[src/rtl/nls_pkg.sv]
// ----------------------------------------------------------------------------
// nls_pkg
// Types, character codes and character-class helpers for the numeric
// literal scanner.
// ----------------------------------------------------------------------------
package nls_pkg;

  typedef enum logic [3:0] {
    PhIdle     = 4'd0,
    PhZero     = 4'd1,
    PhInt      = 4'd2,
    PhHexDot   = 4'd3,
    PhFrac     = 4'd4,
    PhExpSign  = 4'd5,
    PhExpFirst = 4'd6,
    PhExpDig   = 4'd7,
    PhSuffix   = 4'd8
  } phase_e;

  typedef enum logic [1:0] {
    RxDec = 2'd0,
    RxHex = 2'd1,
    RxBin = 2'd2,
    RxOct = 2'd3
  } radix_e;

  typedef enum logic [1:0] {
    ErrNone       = 2'd0,
    ErrTrailSep   = 2'd1,
    ErrDoubleSep  = 2'd2,
    ErrNoExpDigit = 2'd3
  } err_e;

  // character codes (letters in lower case, compared after folding)
  localparam logic [7:0] ChZero  = 8'h30;
  localparam logic [7:0] ChOne   = 8'h31;
  localparam logic [7:0] ChSeven = 8'h37;
  localparam logic [7:0] ChNine  = 8'h39;
  localparam logic [7:0] ChA     = 8'h61;
  localparam logic [7:0] ChF     = 8'h66;
  localparam logic [7:0] ChX     = 8'h78;
  localparam logic [7:0] ChB     = 8'h62;
  localparam logic [7:0] ChE     = 8'h65;
  localparam logic [7:0] ChP     = 8'h70;
  localparam logic [7:0] ChU     = 8'h75;
  localparam logic [7:0] ChL     = 8'h6C;
  localparam logic [7:0] ChD     = 8'h64;
  localparam logic [7:0] ChPlus  = 8'h2B;
  localparam logic [7:0] ChMinus = 8'h2D;
  localparam logic [7:0] ChDot   = 8'h2E;
  localparam logic [7:0] ChApos  = 8'h27;
  localparam logic [7:0] CaseBit = 8'h20;

  typedef struct packed {
    logic [7:0] ch;
    logic       at_end;
  } in_item_t;

  typedef struct packed {
    logic       done_res;
    logic       kind;
    logic [1:0] radix;
    logic [7:0] lit_length;
    logic [1:0] returned_chars;
    logic [1:0] error_code;
  } out_item_t;

  // Setting bit 5 folds upper-case letters onto lower case; the only other
  // codes that land on a letter this way are the letter itself.
  function automatic logic [7:0] fold(input logic [7:0] c);
    return c | CaseBit;
  endfunction

  function automatic logic is_dec(input logic [7:0] c);
    return (c >= ChZero) && (c <= ChNine);
  endfunction

  function automatic logic is_hex(input logic [7:0] c);
    return is_dec(c) || ((fold(c) >= ChA) && (fold(c) <= ChF));
  endfunction

  function automatic logic is_radix_digit(input logic [7:0] c, input radix_e r);
    logic res;
    case (r)
      RxBin:   res = (c == ChZero) || (c == ChOne);
      RxOct:   res = (c >= ChZero) && (c <= ChSeven);
      RxHex:   res = is_hex(c);
      default: res = is_dec(c);
    endcase
    return res;
  endfunction

  function automatic logic is_float_suffix(input logic [7:0] c);
    return (fold(c) == ChF) || (fold(c) == ChD);
  endfunction

  function automatic logic is_suffix(input logic [7:0] c);
    return (fold(c) == ChU) || (fold(c) == ChL) || is_float_suffix(c);
  endfunction

endpackage

[src/rtl/nls_if.sv]
// ----------------------------------------------------------------------------
// nls_in_if / nls_out_if
// Valid/ready channels carrying scanner input and result items.
// ----------------------------------------------------------------------------
interface nls_in_if;
  logic              valid;
  logic              ready;
  nls_pkg::in_item_t payload;

  modport source (output valid, output payload, input ready);
  modport sink   (input valid, input payload, output ready);
endinterface

interface nls_out_if;
  logic               valid;
  logic               ready;
  nls_pkg::out_item_t payload;

  modport source (output valid, output payload, input ready);
  modport sink   (input valid, input payload, output ready);
endinterface

[src/rtl/numeric_literal_scanner_top.sv]
// ----------------------------------------------------------------------------
// numeric_literal_scanner_top
// Recognizes one numeric literal from a character stream, one char per item.
// ----------------------------------------------------------------------------
// Usage:
//   in_i carries one source character per item (ch, at_end). The first item
//   of a literal is its first decimal digit. out_o returns exactly one result
//   item per input item; done_res marks the item that ended the literal and
//   then kind, radix, lit_length, returned_chars and error_code are final.
//   returned_chars tells how many recent characters must be fed again.
//   The result is held in the output register from the cycle after the
//   item is accepted. Throughput: one item per cycle unless out_o stalls;
//   the scanner state and the result register both update in the accepting
//   cycle, so the next character is decided against the new state right away.
//   Stall: in_i.ready drops only while the result register is full and
//   out_o.ready is low; no item is lost or repeated.
//   Reset: scanner returns to idle (expects a first digit), output empty.
//   After each done result the scanner returns to idle by itself.
// ----------------------------------------------------------------------------
module numeric_literal_scanner_top #(
  parameter int MAX_LEN = 255
) (
  input  logic             clk_i,
  input  logic             rst_ni,
  nls_in_if.sink           in_i,
  nls_out_if.source        out_o
);
  import nls_pkg::*;

  localparam int CntW = $clog2(MAX_LEN + 1);
  localparam int LenW = (CntW > 8) ? CntW : 8;

  // scanner state
  phase_e          phase_q, phase_d;
  radix_e          radix_q, radix_d;
  logic            psep_q, psep_d;
  logic            seen_q, seen_d;
  logic            flt_q, flt_d;
  logic [CntW-1:0] cnt_q, cnt_d;

  // result register
  logic            out_valid_q;
  out_item_t       res_q, res_d;

  logic            in_acc;
  logic [7:0]      ch;
  logic            live;
  logic            run_int, run_frac, run_exs, run_exf, run_sfx;
  logic [1:0]      inc;
  logic [CntW-1:0] cnt_base;
  logic [CntW:0]   cnt_sum;
  logic [CntW-1:0] cnt_new;
  logic [LenW-1:0] cnt_ext;
  logic            done;
  logic [1:0]      ret;
  err_e            err;

  assign in_i.ready = !out_valid_q || out_o.ready;
  assign in_acc     = in_i.valid && in_i.ready;
  assign ch         = in_i.payload.ch;
  assign live       = !in_i.payload.at_end;

  always_comb begin
    phase_d  = phase_q;
    radix_d  = radix_q;
    psep_d   = psep_q;
    seen_d   = seen_q;
    flt_d    = flt_q;
    cnt_base = cnt_q;
    inc      = 2'd0;
    done     = 1'b0;
    ret      = 2'd0;
    err      = ErrNone;
    run_int  = 1'b0;
    run_frac = 1'b0;
    run_exs  = 1'b0;
    run_exf  = 1'b0;
    run_sfx  = 1'b0;

    case (phase_q)
      PhZero: begin
        if (live && fold(ch) == ChX) begin
          radix_d = RxHex;
          inc     = inc + 2'd1;
          phase_d = PhInt;
        end else if (live && fold(ch) == ChB) begin
          radix_d = RxBin;
          inc     = inc + 2'd1;
          phase_d = PhInt;
        end else if (live && is_dec(ch)) begin
          radix_d = RxOct;
          phase_d = PhInt;
          run_int = 1'b1;
        end else begin
          radix_d = RxDec;
          seen_d  = 1'b1;
          phase_d = PhInt;
          run_int = 1'b1;
        end
      end
      PhInt: run_int = 1'b1;
      PhHexDot: begin
        if (live && is_hex(ch)) begin
          // dot is kept, then the digit is taken as the first fraction digit
          flt_d    = 1'b1;
          inc      = inc + 2'd1;
          phase_d  = PhFrac;
          run_frac = 1'b1;
        end else begin
          done = 1'b1;
          ret  = live ? 2'd2 : 2'd1;
        end
      end
      PhFrac: run_frac = 1'b1;
      PhExpSign: begin
        if (live && (ch == ChPlus || ch == ChMinus)) begin
          inc     = inc + 2'd1;
          phase_d = PhExpFirst;
        end else begin
          run_exf = 1'b1;
        end
      end
      PhExpFirst: run_exf = 1'b1;
      PhExpDig: begin
        if (live && is_dec(ch)) begin
          inc = inc + 2'd1;
        end else begin
          run_sfx = 1'b1;
        end
      end
      PhSuffix: run_sfx = 1'b1;
      default: begin
        // idle and unused codes: start a new literal
        radix_d  = RxDec;
        psep_d   = 1'b0;
        seen_d   = 1'b0;
        flt_d    = 1'b0;
        cnt_base = '0;
        phase_d  = PhIdle;
        if (live && is_dec(ch)) begin
          cnt_base = CntW'(1);
          if (ch == ChZero) begin
            phase_d = PhZero;
          end else begin
            seen_d  = 1'b1;
            phase_d = PhInt;
          end
        end else begin
          done = 1'b1;
          ret  = {1'b0, live};
        end
      end
    endcase

    if (run_int) begin
      if (live && ch == ChApos && seen_d && !psep_d) begin
        psep_d = 1'b1;
        inc    = inc + 2'd1;
      end else if (live && is_radix_digit(ch, radix_d)) begin
        seen_d = 1'b1;
        psep_d = 1'b0;
        inc    = inc + 2'd1;
      end else if (psep_d) begin
        done = 1'b1;
        ret  = {1'b0, live};
        err  = ErrTrailSep;
      end else if (live && ch == ChDot && radix_d == RxDec) begin
        flt_d   = 1'b1;
        inc     = inc + 2'd1;
        phase_d = PhFrac;
      end else if (live && ch == ChDot && radix_d == RxHex) begin
        phase_d = PhHexDot;
      end else begin
        run_exs = 1'b1;
      end
    end

    if (run_frac) begin
      if (live && ch == ChApos) begin
        if (psep_d) begin
          done = 1'b1;
          ret  = 2'd1;
          err  = ErrDoubleSep;
        end else begin
          psep_d = 1'b1;
          inc    = inc + 2'd1;
        end
      end else if (live && is_radix_digit(ch, radix_d)) begin
        psep_d = 1'b0;
        inc    = inc + 2'd1;
      end else begin
        run_exs = 1'b1;
      end
    end

    if (run_exs) begin
      if (live && (radix_d == RxDec || radix_d == RxHex) &&
          fold(ch) == ((radix_d == RxHex) ? ChP : ChE)) begin
        flt_d   = 1'b1;
        inc     = inc + 2'd1;
        phase_d = PhExpSign;
      end else begin
        run_sfx = 1'b1;
      end
    end

    if (run_exf) begin
      if (live && is_dec(ch)) begin
        inc     = inc + 2'd1;
        phase_d = PhExpDig;
      end else begin
        done = 1'b1;
        ret  = {1'b0, live};
        err  = ErrNoExpDigit;
      end
    end

    if (run_sfx) begin
      if (live && is_suffix(ch)) begin
        if (is_float_suffix(ch)) begin
          flt_d = 1'b1;
        end
        inc     = inc + 2'd1;
        phase_d = PhSuffix;
      end else begin
        done = 1'b1;
        ret  = {1'b0, live};
      end
    end
  end

  // count saturates at MAX_LEN; at most two characters per item
  assign cnt_sum = {1'b0, cnt_base} + (CntW + 1)'(inc);
  assign cnt_new = (cnt_sum > (CntW + 1)'(MAX_LEN)) ? CntW'(MAX_LEN) : cnt_sum[CntW-1:0];
  assign cnt_ext = LenW'(cnt_new);
  assign cnt_d   = done ? '0 : cnt_new;

  always_comb begin
    res_d.done_res       = done;
    res_d.kind           = flt_d;
    res_d.radix          = radix_d;
    res_d.lit_length     = (cnt_ext > LenW'(255)) ? 8'hFF : cnt_ext[7:0];
    res_d.returned_chars = ret;
    res_d.error_code     = err;
  end

  always_ff @(posedge clk_i or negedge rst_ni) begin
    if (!rst_ni) begin
      phase_q <= PhIdle;
      radix_q <= RxDec;
      psep_q  <= 1'b0;
      seen_q  <= 1'b0;
      flt_q   <= 1'b0;
      cnt_q   <= '0;
    end else if (in_acc) begin
      if (done) begin
        phase_q <= PhIdle;
        radix_q <= RxDec;
        psep_q  <= 1'b0;
        seen_q  <= 1'b0;
        flt_q   <= 1'b0;
      end else begin
        phase_q <= phase_d;
        radix_q <= radix_d;
        psep_q  <= psep_d;
        seen_q  <= seen_d;
        flt_q   <= flt_d;
      end
      cnt_q <= cnt_d;
    end
  end

  always_ff @(posedge clk_i or negedge rst_ni) begin
    if (!rst_ni) begin
      out_valid_q <= 1'b0;
    end else if (in_acc) begin
      out_valid_q <= 1'b1;
    end else if (out_o.ready) begin
      out_valid_q <= 1'b0;
    end
  end

  always_ff @(posedge clk_i) begin
    if (in_acc) begin
      res_q <= res_d;
    end
  end

  assign out_o.valid   = out_valid_q;
  assign out_o.payload = res_q;

`ifndef SYNTHESIS
  // a finished literal leaves the scanner idle with an empty count
  assert property (@(posedge clk_i) disable iff (!rst_ni)
    in_acc && done |=> phase_q == PhIdle && cnt_q == '0)
    else $error("scanner not idle after finished literal");

  // end of source always terminates the literal
  assert property (@(posedge clk_i) disable iff (!rst_ni)
    in_acc && !live |=> out_o.valid && out_o.payload.done_res)
    else $error("end of source did not finish literal");

  // errors and returned characters only come with a finished literal
  assert property (@(posedge clk_i) disable iff (!rst_ni)
    out_o.valid && (out_o.payload.error_code != ErrNone ||
                    out_o.payload.returned_chars != 2'd0) |-> out_o.payload.done_res)
    else $error("error or returned chars on unfinished item");
`endif

endmodule
[src/flat_wrapper.sv]
// flat-port wrapper written by rule: the top's interface ports become plain ports
module numeric_literal_scanner_top_flat import nls_pkg::*;
#(
  parameter int MAX_LEN = 255
)
  (clk_i, rst_ni, in_i_valid, in_i_payload, in_i_ready, out_o_valid, out_o_payload, out_o_ready);
  nls_in_if in_i_i ();
  nls_out_if out_o_i ();
  input  logic clk_i;
  input  logic rst_ni;
  input wire logic [$bits(in_i_i.valid)-1:0] in_i_valid;
  input wire logic [$bits(in_i_i.payload)-1:0] in_i_payload;
  output wire logic [$bits(in_i_i.ready)-1:0] in_i_ready;
  output wire logic [$bits(out_o_i.valid)-1:0] out_o_valid;
  output wire logic [$bits(out_o_i.payload)-1:0] out_o_payload;
  input wire logic [$bits(out_o_i.ready)-1:0] out_o_ready;
  assign in_i_i.valid = in_i_valid;
  assign in_i_i.payload = in_i_payload;
  assign in_i_ready = in_i_i.ready;
  assign out_o_valid = out_o_i.valid;
  assign out_o_payload = out_o_i.payload;
  assign out_o_i.ready = out_o_ready;
  numeric_literal_scanner_top #(.MAX_LEN(MAX_LEN)) u_core (.clk_i(clk_i), .rst_ni(rst_ni), .in_i(in_i_i), .out_o(out_o_i));
endmodule
[config.mk]
export PLATFORM = sky130hd
export DESIGN_NAME = numeric_literal_scanner_top_flat
export DESIGN_NICKNAME = d
export VERILOG_FILES = /design/src/rtl/nls_pkg.sv /design/src/rtl/nls_if.sv /design/src/rtl/numeric_literal_scanner_top.sv /design/src/flat_wrapper.sv
export SDC_FILE = /design/constraint.sdc
export NUM_CORES = 1
export LEC_CHECK = 0
export BUFFER_PORTS_ARGS = -buffer_cell sky130_fd_sc_hd__buf_2
export CAP_MARGIN = 20
export CORE_ASPECT_RATIO = 1.25
export CORE_MARGIN = 1.5
export CORE_UTILIZATION = 43
export DETAILED_ROUTE_END_ITERATION = 8
export GPL_ROUTABILITY_DRIVEN = 0
export PLACE_DENSITY = 0.61
export SLEW_MARGIN = 25
export SYNTH_ARGS = -nofsm -noshare
export SYNTH_HDL_FRONTEND = slang
export SYNTH_SLANG_ARGS = --single-unit
[constraint.sdc]
create_clock -name clk_i -period 5.6 [get_ports clk_i]
set_input_delay 0 -clock clk_i [delete_from_list [all_inputs] [get_ports clk_i]]
set_output_delay 0 -clock clk_i [all_outputs]
set_load 0.03 [all_outputs]
# After elaboration in Yosys (flattened, before gate mapping)
# Index checks and enable logic that the tools add are counted.
[word_totals]
wordCells = 231
out_inout_bits = 18
register_bits = 34
[classes]
n_reduce_logical = 37
addsub = 6
magnitude_cmp = 7
eq_ne = 24
n_mux = 144
[op_table]
columns = ["op", "n"]
rows = [
  ["2-to-1 mux 2 bit", 42],
  ["2-to-1 mux 1 bit", 70],
  ["2-to-1 mux 4 bit", 16],
  ["equality test 8 x 6 -> 1 bit (second input constant)", 6],
  ["equality test 7 x 6 -> 1 bit (second input constant)", 6],
  ["2-to-1 mux 8 bit", 3],
  ["logical AND 1 bit", 20],
  ["equality test 4 x 3 -> 1 bit (second input constant)", 4],
  ["less-or-equal comparator 8 x 6 -> 1 bit (second input constant)", 2],
  ["one-hot mux 4 bit (4 select lines)", 1],
  ["one-hot mux 1 bit (2 select lines)", 7],
  ["OR reduction 7 bit", 2],
  ["adder 2 x 1 -> 2 bit (second input constant)", 5],
  ["adder 8 x 2 -> 9 bit", 1],
  ["> comparator 9 x 8 -> 1 bit (second input constant)", 1],
  ["equality test 4 x 2 -> 1 bit (second input constant)", 2],
  ["equality test 8 bit", 1],
  [">= comparator 8 x 6 -> 1 bit (second input constant)", 1],
  [">= comparator 8 x 7 -> 1 bit (second input constant)", 1],
  ["> comparator 8 bit (second input constant)", 1],
  ["less-or-equal comparator 8 x 7 -> 1 bit (second input constant)", 1],
  ["logical OR 1 bit", 8],
  ["one-hot mux 2 bit (2 select lines)", 2],
  ["one-hot mux 2 bit (4 select lines)", 1],
  ["other kinds (11)", 14],
]

# Logic depth before layout (Yosys ltp)
# Gate-level depths: netlist (run 1).
[depth]
ltp_word = 32
depth_mapped = 19
depth_no_buf = 18

# Worst setup path before layout (run 1)
# Ideal clock, no wire load.
[synth_path]
path_type = "reg-to-reg"
from = "register u_core.phase_q[1]"
to = "register u_core.cnt_q[3]"
t_arrival_ns = 3.786
stages_incl_launch_ff = 20
required_ns = 5.517
period_less_slack_ns = 3.868
slack_ns = 1.732
path_cell_list = "dfrtp_1 > buf_6 > or4_4 > and2_1 > buf_6 > o31ai_4 > nor4_2 > o211ai_1 > o311a_1 > nand3_1 > a21oi_2 > xor2_1 > ha_1 > inv_1 > fa_1 > nor2_1 > nand4_1 > o21ai_0 > nand2_1 > o21ai_0"
[synth_between]
elab_chain_len = 28
word_cells_on_any_way = 91
classes_between = "6 x add/sub; 1 x order compare; 12 x eq/ne; 58 x mux; 14 x reduce/logical"
[synth_lines]
columns = ["item", "line", "source"]
rows = [
  ["from (decl)", "numeric_literal_scanner_top.sv:34", "phase_e phase_q, phase_d;"],
  ["from (signal assigned)", "numeric_literal_scanner_top.sv:249", "phase_q <= PhIdle;"],
  ["from (signal assigned)", "numeric_literal_scanner_top.sv:257", "phase_q <= PhIdle;"],
  ["from (signal assigned)", "numeric_literal_scanner_top.sv:263", "phase_q <= phase_d;"],
  ["equality test 4 x 2 -> 1 bit, or another cell as far along", "numeric_literal_scanner_top.sv:80", "case (phase_q)"],
  ["OR reduction 7 bit (no line)", "-", ""],
  ["one-hot mux 2 bit (2 select lines)", "numeric_literal_scanner_top.sv:80", ""],
  ["equality test 2 x 1 -> 1 bit or equality test 2 bit (tied branches)", "-", ""],
  ["one-hot mux 1 bit (3 select lines)", "nls_pkg.sv:84", "case (r)"],
  ["2-to-1 mux 1 bit", "numeric_literal_scanner_top.sv:156", "if (live && ch == ChApos && seen_d && !psep_d) begin"],
  ["2-to-1 mux 1 bit", "numeric_literal_scanner_top.sv:155", "if (run_int) begin"],
  ["logical AND 1 bit", "numeric_literal_scanner_top.sv:159", "end else if (live && is_radix_digit(ch, radix_d)) begin"],
  ["[... 13 more ...]", "-", ""],
  ["adder 2 x 1 -> 2 bit", "numeric_literal_scanner_top.sv:223", "inc = inc + 2'd1;"],
  ["2-to-1 mux 2 bit", "numeric_literal_scanner_top.sv:219", "if (live && is_suffix(ch)) begin"],
  ["2-to-1 mux 2 bit", "numeric_literal_scanner_top.sv:218", "if (run_sfx) begin"],
  ["adder 8 x 2 -> 9 bit (*)", "numeric_literal_scanner_top.sv:233", "assign cnt_sum = {1'b0, cnt_base} + (CntW + 1)'(inc);"],
  ["> comparator 9 x 8 -> 1 bit", "numeric_literal_scanner_top.sv:234", "assign cnt_new = (cnt_sum > (CntW + 1)'(MAX_LEN)) ? CntW'(MAX_LEN) : cnt_sum[CntW-1:0];"],
  ["2-to-1 mux 8 bit (*)", "numeric_literal_scanner_top.sv:234", ""],
  ["net u_core.cnt_ext[3]", "numeric_literal_scanner_top.sv:53", "logic [LenW-1:0] cnt_ext;"],
  ["2-to-1 mux 8 bit (*)", "numeric_literal_scanner_top.sv:236", "assign cnt_d = done ? '0 : cnt_new;"],
  ["to (signal assigned)", "numeric_literal_scanner_top.sv:269", "cnt_q <= cnt_d;"],
  ["to (decl)", "numeric_literal_scanner_top.sv:39", "logic [CntW-1:0] cnt_q, cnt_d;"],
]
# Mark *: on every way through the listed nets, which the timed path passes. The rest lies on a longest branch. The select of a mux whose other input is x is not followed.
# A chain may end at the register's enable or synchronous reset.

# Final worst setup path (run 1)
[layout_path]
from = "register u_core.phase_q[1]"
to = "register u_core.cnt_q[0]"
# The elaborated chain is that of the path after synthesis.

==> summary.txt, run 1 <==
Run status
  • Outcome: finished clean

Logic synthesis
  • Synth async-reset ratio: 0.529
  • Cells after Synth: 315
  • Mapped Area: 2720 um^2
  • Syn nets: 332
  • Distinct cells, synth: 70
  • Synth Area per Inst: 8.64 um^2
  • Post-synth EDFFs: 16
  • Most used DFF post-synth: dfrtp_1
  • Ys Warns: 0
  • Post-synthesis sequential area ratio: 0.342
  • Seq cells post-synth: 34

Flow run
  • Max-capacitance violation count: 0

Pwr
  • Max VDD drop: 0.0000671 V
  • Leakage: 1.20 nW
  • PD cells: 175 nW/um^2
  • Total Power: 528 uW

Worst setup path
  • CP startpoint: u_core.phase_q[1]
  • Worst path max stage delay: 0.61 ns
  • Crit. path cell count: 17
  • CP cell instances: or4_4, and2_1, o31ai_4, nor4_2, o211ai_1, o311a_1, nand3_1, a21oi_2, xor2_1, ha_1, inv_1, fa_1, nor2_1, nand4_1, nand2b_1, nand2_1, o21ai_0
  • WP data arrival: 4.70 ns
  • Worst reg-to-reg setup slack: 1.10 ns
  • Reg2Reg Depth: 17
  • Crit end category: register
  • Critical R2R Capture: u_core.cnt_q[0]
  • Buf/Inv on CP: 1
  • Worst-path fanout max: 18
  • Worst R2R Start: u_core.phase_q[1]
  • Critical setup path kind: register to register
  • Setup crit end: u_core.cnt_q[0]
  • Worst EP required: 5.79 ns
  • Slowest CP cell: or4_4
  • Cell family with most CP delay: simple AND/OR/NAND/NOR gates
  • Worst Setup Start Kind: register

Timing
  • Final setup fails: 0
  • RSZ-0062 raised after global routing: false
  • Slew Limit Fails: 0
  • Crit share post-route: 0.804
  • Final min period: 4.50 ns
  • Hold WS: 0.0139 ns
  • Final hold violations: 0
  • Clk_skew: 0.00630 ns
  • Slew @ Worst Pin: 0.957 ns
  • Peak Freq: 0.222 GHz
  • Rel. slew slack: 0.360
  • Setup_tns: 0 ns

Floorplan
  • Core Area: 6130 um^2
  • Initial Util: 0.444
  • Row Count: 32
  • Die width: 74.2 um
  • Die extent in y: 92.0 um
  • Num ports: 31
  • DIE AREA: 6820 um^2

Final layout
  • Finished Cell Area: 3010 um^2
  • N_diodes: 0
  • NumNets Final: 356
  • Area Growth Syn to Fin: 10.4%
  • Utilization after layout: 0.491
  • Share of cells above drive strength 1: 0.171

Clock network
  • Htree depth: 2
  • Clk_lat worst skew: 0.28 ns
  • CTS Buffer Depth: 2
  • # hold bufs at CTS: 2
  • Post-CTS sizing: 0
  • Setup repair bufs after CTS: 0
  • CTS tree: done
  • Clock Tree Root: clkbuf_8
  • CTS sink count: 34
  • CTS buffer count: 5
  • Clk pin slew, worst setup/hold paths: 0.07 ns

Route
  • DRT antenna net count: 0
  • Via Count: 2,497
  • Via density: 5.88
  • Post-Route WL: 7130 um
  • # DRC: 0
  • Drt wl/cell: 16.8 um
  • First-pass iteration count of the detailed router: 4
  • Iter 0 DRT Violations: 101

Global routing
  • Grt ovf: 0
  • GRT Total Usage: 0.229
  • Global-route wire length before repair: 11,800 um
  • Largest net degree at the start of global routing: 28
  • Vias in the first global route: 2,351
  • Antenna violations before repair: 0

Placement
  • Dpl cell area: 2890 um^2
  • IO Port Bufs: 30
  • HPWL Detailed: 5490 um

Min path
  • Hold Path Class: primary input to register
layer usage:
metal	vias up	wire, um	GRT usage
li1	1229	-	-
met1	1179	2940	0.284
met2	69	3650	0.371
met3	20	240	0.0297
met4	0	298	0.130
met5	-	0	0
per-stage QoR:
step,instances,setup WS (ns)
floorplan,315,1.73
global placement,415,1.21
detailed placement,415,1.11
CTS,425,1.11
global route,425,0.714
finish,425,1.10
cells by family (layout without fill, tap and decap cells):
kind of cell	Yosys count	count (layout)	share of synthesized area
simple gates	145	145	0.290
compound gates	102	102	0.278
flops	34	34	0.342
buf+inv	22	47	0.0437
xor+xnor	8	8	0.0257
fa+ha+maj	4	4	0.0211
cells in the mapped netlist, types with 3 or more instances:
library cell,number,area (um^2)
a21boi_0,4,30.0
a21o_1,6,45.0
a21oi_1,12,60.1
and2_1,6,37.5
and3_1,4,25.0
buf_6,4,45.0
clkbuf_1,8,30.0
dfrtp_1,18,450
edfxtp_1,16,480
ha_1,3,37.5
inv_1,6,22.5
nand2_1,50,188
nand2b_1,9,56.3
nand3_1,12,60.1
nand3b_1,4,30.0
nand4_1,7,43.8
nor2_1,23,86.3
nor2b_1,4,25.0
nor3_1,6,30.0
o211a_1,4,40.0
o211ai_1,3,22.5
o21a_1,3,22.5
o21ai_0,26,130
o21bai_1,3,22.5
o22ai_1,5,31.3
o31ai_1,6,45.0
xnor2_1,3,26.3
xor2_1,5,43.8
registers in the layout, summed over array words and instances, names as in the netlist:
register / count
u_core.cnt_q: 8
u_core.flt_q: 1
u_core.out_o.payload: 16
u_core.out_o.valid: 1
u_core.phase_q: 4
u_core.psep_q: 1
u_core.radix_q: 2
u_core.seen_q: 1
cell type report:
type	count	area, um^2
clock buffer	7	96.3
clock inverter	1	3.75
fill	610	3120
inverter	7	26.3
multi-input combinational	259	1670
sequential	34	931
tap	85	106
timing repair buffer	32	170
cell usage in the layout, fill, tap and decap left out, drive strengths merged, types with 5 or more instances in the layout:
cell type  synthesis  final
a21boi             5      5
nand3             14     14
a21o               6      6
edfxtp            16     16
buf                7     30
o31ai              8      8
o21ai             29     29
nand2             50     50
nand2b             9      9
inv                6      6
dfrtp             18     18
nor2              23     23
nor3               6      6
clkbuf             8      7
a21oi             13     13
o22ai              6      6
and2               6      6
xor2               5      5
nand4              7      7
worst register-to-register path, stage by stage, from the launching register on:
cell,delay (ns)
dfrtp_1,0.56
or4_4,0.61
and2_1,0.31
o31ai_4,0.35
nor4_2,0.08
o211ai_1,0.28
o311a_1,0.27
nand3_1,0.11
a21oi_2,0.17
xor2_1,0.16
ha_1,0.18
inv_1,0.05
fa_1,0.43
nor2_1,0.19
nand4_1,0.24
nand2b_1,0.21
nand2_1,0.06
o21ai_0,0.15
power breakdown:
| group | switching, mW | internal (mW) |
|---|---|---|
| clock network | 0.0855 | 0.110 |
| registers | 0.00109 | 0.267 |
| logic | 0.0465 | 0.0169 |
worst min-delay path by stage:
stage / depth (start not counted) / slack, ns / start / endpoint
finish: 3 / 0.01 / out_o_ready / u_core.out_o.valid
global route: 3 / 0.07 / out_o_ready / u_core.out_o.valid
CTS: 3 / 0.005 / out_o_ready / u_core.out_o.valid
detailed placement: 1 / -0.04 / rst_ni / u_core.cnt_q[0]
global placement: 1 / -0.03 / rst_ni / u_core.cnt_q[0]
floorplan: 0 / -0.30 / rst_ni / u_core.cnt_q[0]
(Power assumes the default switching activity.)
==> inputs of run 2 (changes only) <==
Settings changed: PLACE_DENSITY 0.61 to 0.63.
Clock period 5.6 ns to 3.79 ns, I/O delays scaled along.
==> run 2 against run 1 <==
  * The run now ends with negative setup slack left
  * Sequential share of layout area shrank 6.5 points
  * Worst setup slack lost 1.2 ns
  * Die area is the same
  * Register-to-register slack lost 1.2 ns
  * Combinational power grew 72%
  * Non-clock buffer count grew 71
  * Clock skew shrank 0.0022 ns
  * Via count grew 14%
  * Cell count grew 17%
  * Sequential cell count is the same
  * Core utilization grew 13 points
  * Largest cell class unchanged
==> summary.txt, run 2 (same netlist as run 1, synthesis figures left out) <==
Pwr
  • Switching pwr: 217 uW
  • Clock network fraction of design power: 0.345
  • Max VDD drop: 0.000115 V
  • Leakage: 1.57 nW
  • Share of total power in sequential cells: 0.513
  • P_int: 555 uW
  • Total Power: 772 uW
  • PD cells: 202 nW/um^2
  • Switch share: 0.281
  • Gate power share: 0.141

Floorplan
  • Die extent in y: 92.0 um
  • Row Count: 32
  • Initial Util: 0.444
  • DIE AREA: 6820 um^2
  • Num ports: 31
  • Die width: 74.2 um
  • Core Area: 6130 um^2

Timing
  • Post-route worst setup slack: -0.0712 ns
  • Final hold violations: 0
  • Final setup fails: 10
  • Slew Limit Fails: 0
  • Slew @ Worst Pin: 0.486 ns
  • Peak Freq: 0.259 GHz
  • Crit share post-route: 1.02
  • Clk_skew: 0.00406 ns
  • Rel. slew slack: 0.675
  • Final min period: 3.86 ns
  • Hold WS: 0.00762 ns
  • RSZ-0062 raised after global routing: true

Final layout
  • N_diodes: 0
  • Commonest non-fill, non-tap cell in the layout: buf_4
  • Share of cells above drive strength 1: 0.428
  • Fillcell total: 534
  • Finished Cell Area: 3820 um^2
  • NumNets Final: 427
  • Number of flip-flops in the largest register: 16
  • Area Growth Syn to Fin: 40.3%
  • Most frequent cells in the layout: 64 x buf_4, 46 x nand2_1, 30 x buf_2

Worst setup path
  • Worst path max stage delay: 0.44 ns
  • Worst reg-to-reg setup slack: -0.07 ns
  • Crit end category: register
  • Crit. path cell count: 19
  • Reg2Reg Depth: 19
  • Buf/Inv on CP: 3
  • Worst R2R Start: u_core.phase_q[2]
  • Cell mode on critical path: buf_6
  • Worst Setup Start Kind: register
  • Slowest CP cell: or4_4
  • WP data arrival: 4.07 ns
  • Worst EP required: 4.00 ns
  • Critical setup path kind: register to register
  • Critical R2R Capture: u_core.cnt_q[0]
  • CP cell instances: buf_6, or4_4, and2_4, o31ai_4, nor4_4, o211ai_1, o311a_1, nand3_2, a21oi_2, xor2_1, ha_2, inv_2, fa_2, nor2_4, nand4_1, buf_6, nand2b_4, nand2_2, o21ai_2
  • Cell family with most CP delay: compound AO/OA/AOI/OAI gates
  • Worst-path fanout max: 6

Flow run
  • Max-capacitance violation count: 0

Global routing
  • GRT Total Usage: 0.250
  • Global-route wire length before repair: 13,100 um
  • Antenna violations before repair: 0
  • Grt ovf: 0
  • Largest net degree at the start of global routing: 28
  • Vias in the first global route: 2,796

Clock network
  • Clk pin slew, worst setup/hold paths: 0.07 ns
  • CTS Buffer Depth: 2
  • Clock Tree Root: clkbuf_8
  • CTS sink count: 34
  • CTS tree: done
  • Clk_lat worst skew: 0.29 ns
  • Htree depth: 2
  • CTS buffer count: 5

Route
  • Drt wl/cell: 16.5 um
  • First-pass iteration count of the detailed router: 4
  • Iter 0 DRT Violations: 133
  • DRT antenna net count: 0
  • # DRC: 0
  • Post-Route WL: 8170 um
  • Via density: 5.72
  • Via Count: 2,837

Placement
  • Pre-CTS setup slack: -0.214 ns
  • IO Port Bufs: 30
  • HPWL Detailed: 6070 um
  • Dpl cell area: 3330 um^2

Min path
  • Hold path depth: 3
  • Critical hold path startpoint: out_o_ready
  • Hold Path Class: primary input to register
  • Hold endpoint: u_core.out_o.valid

Run status
  • Outcome: finished, violations left
  • Violated checks: negative setup slack
-- run 2: cell types whose count changed in the layout (fill, tap and decap cells not counted), sizes merged --
| cell | before | now |
|---|---|---|
| buf | 30 | 101 |
| clkbuf | 7 | 5 |
| clkinv | 2 | 3 |
| clkinvlp | 0 | 1 |
-- run 2: per-layer routing --
layer,GRT usage,up-vias,wire length (um)
met3,0.0374,38,251
li1,-,1368,-
met5,0,-,0
met1,0.276,1348,3210
met2,0.438,83,4270
met4,0.147,0,438
-- run 2: timing repair --
item | in CTS | in global routing
hold buffers | 2 | 0
endpoints found under the setup margin | 15 | 16
pin swaps | 16 | 21
setup buffers | 6 | 6
gates cloned | 0 | 0
endpoints found under the hold margin | 19 | 0
resized for setup | 37 | 40
-- run 2: worst max path at each step --
stage	start	end	slack [ns]
2_1_floorplan	u_core.phase_q[1]	u_core.cnt_q[3]	0.02
3_3_place_gp	u_core.phase_q[2]	u_core.cnt_q[5]	-0.15
3_5_place_dp	u_core.phase_q[2]	u_core.cnt_q[1]	-0.21
4_1_cts	u_core.phase_q[2]	u_core.cnt_q[5]	-0.04
5_1_grt	u_core.phase_q[1]	u_core.cnt_q[0]	-0.26
6_report	u_core.phase_q[2]	u_core.cnt_q[0]	-0.07
-- run 2: power by group through the flow --
| stage | Sequential [mW] | Clock [mW] | Combinational, mW |
|---|---|---|---|
| final | 0.396 | 0.266 | 0.109 |
| after global routing | 0.397 | 0.290 | 0.118 |
| after CTS | 0.396 | 0.270 | 0.107 |
| after detailed placement | 0.404 | 0 | 0.103 |
| after global placement | 0.404 | 0 | 0.102 |
| after floorplan | 0.421 | 0 | 0.0447 |
-- run 2: metrics by stage --
step	setup TNS (ns)	instances	util
6_report	-0.503	496	0.624
5_1_grt	-2.89	496	0.624
4_1_cts	-0.211	490	0.589
3_5_place_dp	-1.95	474	0.544
3_3_place_gp	-1.16	474	0.544
2_1_floorplan	0	315	-
-- run 2: area by class of cell --
| type | count | area, um^2 | share of cell area |
|---|---|---|---|
| Multi-Input combinational cell | 259 | 1940 | 0.508 |
| Sequential cell | 34 | 933 | 0.244 |
| Timing Repair Buffer | 103 | 729 | 0.191 |
| Tap cell | 85 | 106 | 0.0278 |
| Clock buffer | 5 | 68.8 | 0.0180 |
| Inverter | 7 | 26.3 | 0.00688 |
| Clock inverter | 3 | 16.3 | 0.00426 |
-- run 2: tightest hold or removal path: cells and delay by family --
family,cells,cell delay [ns]
simple gates,2,0.19
buf+inv,1,0.07
